[src/hdl/fcspd_pkg.sv]
`timescale 1ns / 1ps
// ----------------------------------------------------------------------------
// fcspd_pkg
// Shared types and constants for the four-channel servo pulse decoder.
// ----------------------------------------------------------------------------
package fcspd_pkg;

  localparam int unsigned NUM_CH   = 4;
  localparam int unsigned CAP_W    = 16;
  localparam int unsigned WIDTH_W  = 15;
  localparam int unsigned US_PER_MS = 1000;
  localparam logic [WIDTH_W-1:0] WIDTH_MAX = {WIDTH_W{1'b1}};

  localparam int unsigned IN_DATA_W  = 2 * NUM_CH + NUM_CH * CAP_W;
  localparam int unsigned OUT_DATA_W = NUM_CH * WIDTH_W + NUM_CH;

  // pipeline advance controls handed to every lane
  typedef struct packed {
    logic load;
    logic adv1;
    logic adv2;
  } fcspd_ctrl_t;

  // what one lane reports to the merging stage
  typedef struct packed {
    logic               upd;
    logic [WIDTH_W-1:0] width;
  } fcspd_lane_res_t;

endpackage

[src/hdl/fcspd_lane.sv]
`timescale 1ns / 1ps
// ----------------------------------------------------------------------------
// fcspd_lane
// One channel: lead capture state, tick difference and tick-to-microsecond
// conversion by reciprocal multiplication.
// ----------------------------------------------------------------------------
module fcspd_lane #(
  parameter int unsigned TICKS_PER_MS = 3000
) (
  input  logic                          clk_i,
  input  logic                          rst_ni,
  input  fcspd_pkg::fcspd_ctrl_t        ctrl_i,
  input  logic                          event_i,
  input  logic                          level_i,
  input  logic                          polarity_i,
  input  logic [fcspd_pkg::CAP_W-1:0]   capture_i,
  output fcspd_pkg::fcspd_lane_res_t    res_o
);
  import fcspd_pkg::*;

  localparam int unsigned N_W    = $clog2(((2 ** CAP_W) - 1) * US_PER_MS + 1);
  localparam int unsigned SHIFT  = N_W + $clog2(TICKS_PER_MS);
  localparam longint unsigned RECIP_L =
      ((64'd1 << SHIFT) + TICKS_PER_MS - 1) / TICKS_PER_MS;
  localparam int unsigned M_W    = $clog2(RECIP_L + 1);
  localparam int unsigned PROD_W = N_W + M_W;
  localparam logic [M_W-1:0] RECIP = M_W'(RECIP_L);
  localparam logic [N_W-1:0] SCALE = N_W'(US_PER_MS);

  logic [CAP_W-1:0] lead_count_q;
  logic             lead_valid_q;
  logic [CAP_W-1:0] diff1_q;
  logic             upd1_q;
  logic [N_W-1:0]   n2_q;
  logic             upd2_q;

  logic             hit;
  logic             lead;
  logic [PROD_W-1:0] prod;
  logic [PROD_W-1:0] quot;

  assign hit  = ctrl_i.load & event_i;
  assign lead = level_i ^ polarity_i;

  always_ff @(posedge clk_i or negedge rst_ni) begin
    if (!rst_ni) begin
      lead_count_q <= '0;
      lead_valid_q <= 1'b0;
    end else if (hit) begin
      if (lead) begin
        lead_count_q <= capture_i;
      end
      lead_valid_q <= lead;
    end
  end

  always_ff @(posedge clk_i or negedge rst_ni) begin
    if (!rst_ni) begin
      upd1_q <= 1'b0;
      upd2_q <= 1'b0;
    end else begin
      if (ctrl_i.adv1) begin
        upd1_q <= hit & ~lead;
      end
      if (ctrl_i.adv2) begin
        upd2_q <= upd1_q;
      end
    end
  end

  // trailing edge without a lead converts a zero difference
  always_ff @(posedge clk_i) begin
    if (ctrl_i.adv1) begin
      diff1_q <= (hit && !lead && lead_valid_q) ? capture_i - lead_count_q : '0;
    end
    if (ctrl_i.adv2) begin
      n2_q <= N_W'(diff1_q) * SCALE;
    end
  end

  always_comb begin
    prod = {{M_W{1'b0}}, n2_q} * {{N_W{1'b0}}, RECIP};
    quot = prod >> SHIFT;
    res_o.upd = upd2_q;
    if (|quot[PROD_W-1:WIDTH_W]) begin
      res_o.width = WIDTH_MAX;
    end else begin
      res_o.width = quot[WIDTH_W-1:0];
    end
  end

endmodule

[src/hdl/four_channel_servo_pulse_decoder_core.sv]
`timescale 1ns / 1ps
// ----------------------------------------------------------------------------
// four_channel_servo_pulse_decoder_core
// Four-lane servo pulse-width capture with a merging output stage.
// ----------------------------------------------------------------------------
// Throughput: one transaction per cycle unless m_axis_tready stalls the output;
//   lead state updates on acceptance, the tick difference, scaling multiply and
//   reciprocal multiply are staged ahead of the output register.
// Reset: asynchronous, active low; clears polarity, lead state, widths and
//   all pipeline valid flags.
// ----------------------------------------------------------------------------
module four_channel_servo_pulse_decoder_core #(
  parameter int unsigned TICKS_PER_MS = 3000
) (
  input  logic                              clk_i,
  input  logic                              rst_ni,
  input  logic                              cfg_we_i,
  input  logic [fcspd_pkg::NUM_CH-1:0]      cfg_wdata_i,
  input  logic                              s_axis_tvalid,
  output logic                              s_axis_tready,
  // event_mask[3:0], pin_levels[7:4], capture_ch1..capture_ch4 [71:8]
  input  logic [fcspd_pkg::IN_DATA_W-1:0]   s_axis_tdata,
  output logic                              m_axis_tvalid,
  input  logic                              m_axis_tready,
  // width_ch1..width_ch4 [59:0], updated_mask [63:60]
  output logic [fcspd_pkg::OUT_DATA_W-1:0]  m_axis_tdata
);
  import fcspd_pkg::*;

  logic [NUM_CH-1:0]  polarity_q;
  logic               v1_q, v2_q, ov_q;
  logic               en1, en2, en3, acc;
  fcspd_ctrl_t        ctrl;
  fcspd_lane_res_t    res [NUM_CH];
  logic [WIDTH_W-1:0] width_q [NUM_CH];
  logic [WIDTH_W-1:0] width_d [NUM_CH];
  logic [NUM_CH-1:0]  upd;
  logic [OUT_DATA_W-1:0] out_q, out_d;

  assign en3 = ~ov_q | m_axis_tready;
  assign en2 = ~v2_q | en3;
  assign en1 = ~v1_q | en2;
  assign acc = s_axis_tvalid & en1;

  assign s_axis_tready = en1;
  assign m_axis_tvalid = ov_q;
  assign m_axis_tdata  = out_q;

  assign ctrl.load = acc;
  assign ctrl.adv1 = en1;
  assign ctrl.adv2 = en2;

  for (genvar g = 0; g < NUM_CH; g++) begin : g_lane
    fcspd_lane #(
      .TICKS_PER_MS (TICKS_PER_MS)
    ) u_lane (
      .clk_i      (clk_i),
      .rst_ni     (rst_ni),
      .ctrl_i     (ctrl),
      .event_i    (s_axis_tdata[g]),
      .level_i    (s_axis_tdata[NUM_CH + g]),
      .polarity_i (polarity_q[g]),
      .capture_i  (s_axis_tdata[2*NUM_CH + g*CAP_W +: CAP_W]),
      .res_o      (res[g])
    );
  end

  always_comb begin
    for (int i = 0; i < NUM_CH; i++) begin
      upd[i]     = v2_q & res[i].upd;
      width_d[i] = upd[i] ? res[i].width : width_q[i];
      out_d[i*WIDTH_W +: WIDTH_W] = width_d[i];
    end
    out_d[NUM_CH*WIDTH_W +: NUM_CH] = upd;
  end

  always_ff @(posedge clk_i or negedge rst_ni) begin
    if (!rst_ni) begin
      polarity_q <= '0;
      v1_q       <= 1'b0;
      v2_q       <= 1'b0;
      ov_q       <= 1'b0;
      for (int i = 0; i < NUM_CH; i++) begin
        width_q[i] <= '0;
      end
    end else begin
      if (cfg_we_i) begin
        polarity_q <= cfg_wdata_i;
      end
      if (en1) begin
        v1_q <= acc;
      end
      if (en2) begin
        v2_q <= v1_q;
      end
      if (en3) begin
        ov_q <= v2_q;
        for (int i = 0; i < NUM_CH; i++) begin
          width_q[i] <= width_d[i];
        end
      end
    end
  end

  always_ff @(posedge clk_i) begin
    if (en3 && v2_q) begin
      out_q <= out_d;
    end
  end

`ifndef SYNTHESIS
  a_accept_fills_stage1 : assert property (@(posedge clk_i) disable iff (!rst_ni)
    acc |=> v1_q)
    else $error("accepted transaction not held in stage 1");

  a_stage2_reaches_output : assert property (@(posedge clk_i) disable iff (!rst_ni)
    (v2_q && en3) |=> ov_q)
    else $error("stage 2 transaction lost before output");

  a_widths_hold_on_stall : assert property (@(posedge clk_i) disable iff (!rst_ni)
    (ov_q && !m_axis_tready) |=> ($stable(width_q[0]) && $stable(width_q[1]) &&
                                  $stable(width_q[2]) && $stable(width_q[3])))
    else $error("stored widths changed while result stalled");

  a_no_update_without_valid : assert property (@(posedge clk_i) disable iff (!rst_ni)
    !v2_q |-> (upd == '0))
    else $error("width update without a stage 2 transaction");
`endif

endmodule
[config.mk]
export PLATFORM = sky130hd
export DESIGN_NAME = four_channel_servo_pulse_decoder_core
export DESIGN_NICKNAME = d
export VERILOG_FILES = /design/src/hdl/fcspd_pkg.sv /design/src/hdl/fcspd_lane.sv /design/src/hdl/four_channel_servo_pulse_decoder_core.sv
export SDC_FILE = /design/constraint.sdc
export NUM_CORES = 2
export LEC_CHECK = 0
export CELL_PAD_IN_SITES_DETAIL_PLACEMENT = 2
export CELL_PAD_IN_SITES_GLOBAL_PLACEMENT = 2
export CORE_UTILIZATION = 25
export CTS_BUF_LIST = sky130_fd_sc_hd__clkbuf_16
export CTS_CLUSTER_DIAMETER = 60
export CTS_CLUSTER_SIZE = 14
export DETAILED_ROUTE_END_ITERATION = 8
export DONT_BUFFER_PORTS = 1
export PLACE_DENSITY_LB_ADDON = 0.15
export SYNTH_ARGS = -nofsm -noshare
export SYNTH_HDL_FRONTEND = slang
export SYNTH_HIERARCHICAL = 1
export SYNTH_SLANG_ARGS = --single-unit
[constraint.sdc]
create_clock -name clk_i -period 12.4 [get_ports clk_i]
set_clock_uncertainty 0.2 [all_clocks]
set_input_delay 0 -clock clk_i [delete_from_list [all_inputs] [get_ports clk_i]]
set_output_delay 0 -clock clk_i [all_outputs]
set_load 0.02 [all_outputs]
**After elaboration in Yosys (flattened, before gate mapping)**

Cells that the tools add are included.

- $add $sub $neg: 4
- $mul: 8
- Mux-type cells: 4
- Bitwise logic cells: 27
- Reduce and logical (&&, ||, !) cells: 17

Operators by type and width:

| operator | number |
|---|---|
| $mul A23 B27 Y50 const B | 4 |
| $mul A16 B7 Y23 const B | 4 |
| $sub A16 B16 Y16 | 4 |
| $mux W15 | 4 |
| $and A1 B1 Y1 | 13 |
| $logic_and A1 B1 Y1 | 9 |
| $reduce_and A2 Y1 | 4 |
| $not A1 Y1 | 7 |
| $logic_not A1 Y1 | 4 |
| $xor A1 B1 Y1 | 4 |
| $or A1 B1 Y1 | 3 |

- Bits in registers: 363
- Input port bits: 81
- Output and inout port bits: 66
- Logic and storage cells: 93

**Longest topological paths before layout**

- Depth in word-level cells: 8
- Mapped depth: 25

**Modules after synthesis**

Netlist, hierarchy kept.

Modules (own cells, without submodules):

| module | times used | cells an instance | area each (µm²) | sequential area each (µm²) |
|---|---|---|---|---|
| fcspd_lane (g_lane[2].u_lane) | 1 | 1,472 | 15,210.8 | 1,646.6 |
| fcspd_lane (g_lane[3].u_lane) | 1 | 1,440 | 14,958.1 | 1,646.6 |
| fcspd_lane (g_lane[0].u_lane) | 1 | 1,402 | 14,889.3 | 1,646.6 |
| fcspd_lane (g_lane[1].u_lane) | 1 | 1,413 | 14,794.2 | 1,646.6 |
| four_channel_servo_pulse_decoder_core | 1 | 285 | 5,484.0 | 3,598.5 |

**Least setup slack after synthesis**

OpenSTA, ideal clock, no wires.

- Path type: flip-flop to flip-flop
- Start: register g_lane[0].u_lane.n2_q[23]
- End: register out_q[13] (netlist: m_axis_tdata[13]) (data pin)
- Data arrival time: 6.411 ns
- Required time: 11.940 ns
- Path slack: 5.529 ns
- Cell stages (with the launch flop): 24
- Buffers on the path: 0
- Clock period less this slack: 6.871 ns
- Path through: edfxtp_1 fa_1 inv_1 fa_1 inv_1 fa_1 inv_1 fa_1 inv_1 fa_1 fa_1 inv_1 fa_1 inv_1 ha_1 inv_1 or3_4 nor4_2 a221oi_2 a211o_2 a21oi_2 or2_4 o311ai_2 mux2_2

RTL lines:

| item | line | RTL |
|---|---|---|
| from (decl) | fcspd_lane.sv:34 | `logic [N_W-1:0] n2_q;` |
| from (signal assigned) | fcspd_lane.sv:77 | `n2_q <= N_W'(diff1_q) * SCALE;` |
| to (signal assigned) | four_channel_servo_pulse_decoder_core.sv:107 | `out_q <= out_d;` |
| to (decl) | four_channel_servo_pulse_decoder_core.sv:38 | `logic [OUT_DATA_W-1:0] out_q, out_d;` |

==> run summary <==
share of the synthesized area in the top cell type -> 0.338
Core Rows -> 187
vias per cell -> 4.35
worst r2r src -> g_lane[3].u_lane/n2_q[23]
Post-synth top flop -> edfxtp_1
TritonCTS clock tree -> yes
Hold Vio Cnt, Final -> 0
largest net degree at the start of global routing -> 106
Post-CTS Setup Bufs -> 0
number of synthesized register bits -> 363
vias in the first global route -> 50.8k
wire length per cell -> 20.0 um
IO buf count -> 0
initial antenna violation count -> 22
H-tree depth -> 3
Min-Delay Path Class -> in2reg
f_max -> 125 MHz
commonest cells in the netlist -> inv_1 (1594), ha_1 (1260), fa_1 (1104), edfxtp_1 (220), nor2_1 (192)
cell taking the most area after synthesis -> fa_1
r2r setup slk -> 4.40 ns
antenna viol nets, final -> 0
most used cell, CP -> fa_1
cts-stage hold buffer count -> 219
WP data arrival -> 8.22 ns
Seq/Total Area, Yosys -> 0.156
Rel. slew slack -> 0.232
Final min period -> 8.00 ns
clock transition at the registers of the reported paths -> 0.05 ns
post-CTS resize count -> 0
DIE WIDTH -> 513 um
Synth Warn # -> 6
Initial Util -> 0.252
Syn Inst Count -> 6012
Final setup viols -> 0
crit path launch -> g_lane[3].u_lane/n2_q[23]
WP data required -> 12.62 ns
fin nets -> 8723
outcome -> complete, no violations
Die Area -> 263000 um^2
pins over their slew limit -> 0
Syn Std Cell Area -> 65300 um^2
vias -> 42.4k
DRT Pass-1 Iters -> 5
Tot GR Track Use -> 0.153
Post-DP HPWL -> 170000 um
DRT Wirelength -> 195000 um
CTS sink count -> 363
syn nets -> 8457
fillers -> 28.2k
crit path max fanout -> 7
Least-Margin Pin Slew -> 1.15 ns
number of synthesized flops with an enable pin -> 220
Crit Path Category -> reg2reg
unrepaired setup endpoints after global routing -> no
CP Capture Type -> register
Crit path largest cell delay -> 0.67 ns
Cell Chain, Critical Path -> inv_1, fa_1, xor2_1, ha_1, nor2_1, fa_1, inv_1, fa_1, fa_1, fa_1, inv_1, fa_1, inv_1, ha_1, and3_1, and4_1, and3_1, a32oi_1, a31oi_1, o211a_1, o21a_1, o41ai_2, xnor2_1, mux2_2
Synth area leaders -> fa_1 (34%), ha_1 (24%), edfxtp_1 (10%)
Overflow after GRT -> 0
Setup crit end -> m_axis_tdata[59]
clock latency on the worst-skew pair -> 0.67 ns
Core Area -> 260000 um^2
Longest Clk Path Bufs -> 3
Worst R2R Path Depth -> 24
Tcrit/Tclk final -> 0.645
Post-synth ARST share -> 0.394
Setup TNS Final -> 0 ns
number of DRC markers in iteration 0 -> 1130
most common cell in the netlist -> inv_1
Die Y -> 513 um
global-route wire length before repair -> 308000 um
CTS buffer count -> 69
CTS root buf -> clkbuf_16
Max Cap Violations -> 0
area grow syn2layout -> 13.5%
Distinct cells, synth -> 102
critical path's slowest cell -> fa_1
crit start category -> register
syn avg cell area -> 10.9 um^2
# IOs -> 147
Routability Congestion -> 0.863
drc violations -> 0
layout cells sized above 1 -> 0.0581
reg2reg end -> m_axis_tdata[59]
[worst min path at each step]
stage / start / to / slack (ns) / cells after the start
floorplan: rst_ni / g_lane[0].u_lane/lead_count_q[0] / -0.50 / 0
global placement: rst_ni / width_q[49] / -0.48 / 0
detailed placement: rst_ni / width_q[46] / -0.48 / 0
CTS: s_axis_tdata[40] / g_lane[2].u_lane/diff1_q[0] / 0.03 / 4
global route: s_axis_tdata[40] / g_lane[2].u_lane/diff1_q[0] / 0.11 / 4
finish: s_axis_tdata[40] / g_lane[2].u_lane/diff1_q[0] / 0.12 / 4
[through the flow]
step	hold slack [ns]	cell area [um^2]	cells	setup WS, ns	util
4_1_cts	0.0348	74100	9737	4.32	0.285
3_3_place_gp	-0.478	69500	9390	4.44	0.267
5_1_grt	0.108	74100	9741	3.98	0.285
3_5_place_dp	-0.477	69500	9390	4.35	0.267
2_1_floorplan	-0.496	65300	6012	5.53	-
6_report	0.120	74100	9744	4.40	0.285
[cell usage in the layout (no fill, tap or decap), types with 10 or more instances in the layout]
master	n
or3_1	13
nand4_1	26
o21ai_1	10
nor2_1	192
nand2_1	188
o21ai_0	153
inv_1	1600
nor3b_1	10
o21bai_1	16
fa_1	1104
mux2_4	40
and3_1	27
o211ai_1	15
dfrtp_1	143
xnor2_1	115
a21oi_1	169
o21a_1	27
a21o_1	84
mux2_2	101
dlygate4sd3_1	216
edfxtp_1	220
nor2b_1	28
nand2b_1	33
clkbuf_16	73
a31oi_1	23
xor2_1	55
nand3_1	45
or2_2	25
nor3_1	68
ha_1	1260
a211oi_1	20
[layout make-up]
class,instances,area (um^2),area share
Clock inverter,55,599,0.00808
Tap cell,3402,4260,0.0574
Multi-Input combinational cell,4022,49000,0.660
Timing Repair Buffer,228,2300,0.0311
Inverter,1594,5980,0.0807
Sequential cell,363,10200,0.137
Antenna cell,7,17.5,0.000236
Clock buffer,73,1830,0.0246
[sequential cells by signal, indices dropped and copies added, names as in the netlist, 60 cells and up]
register / count
g_lane.u_lane/diff1_q: 64
g_lane.u_lane/lead_count_q: 64
g_lane.u_lane/n2_q: 92
m_axis_tdata: 64
width_q: 60
[kinds of logic (layout without fill, tap and decap cells)]
logic type	after synthesis	after routing	synth area share
AOI/OAI and AO/OA	641	641	0.0664
xor gates and xnor gates	171	171	0.0230
adders and majority gates	2364	2364	0.580
buffers and inverters	1627	1950	0.0953
DFF	363	363	0.156
muxes	143	143	0.0269
other	0	7	0
and+or+nand+nor	703	703	0.0529
[layer usage]
| metal | GRT usage | vias to the layer above | routed length [um] |
|---|---|---|---|
| met1 | 0.196 | 22000 | 88700 |
| met2 | 0.269 | 364 | 96200 |
| met5 | 0 | - | 51 |
| li1 | - | 19800 | - |
| met3 | 0.0179 | 205 | 4490 |
| met4 | 0.0455 | 8 | 5810 |
[worst max-delay path: cells and delay by family, from the launching register on]
family,cells,cell delay [ns]
adders and majority gates,8,3.70
AOI/OAI and AO/OA,5,1.56
and+or+nand+nor,4,0.68
DFF,1,0.66
xor gates and xnor gates,2,0.40
muxes,1,0.27
buffers and inverters,4,0.27
Power is left out: the tool's default activity adds up to more than one toggle a clock period on the data nets, which glitch-free logic cannot reach.
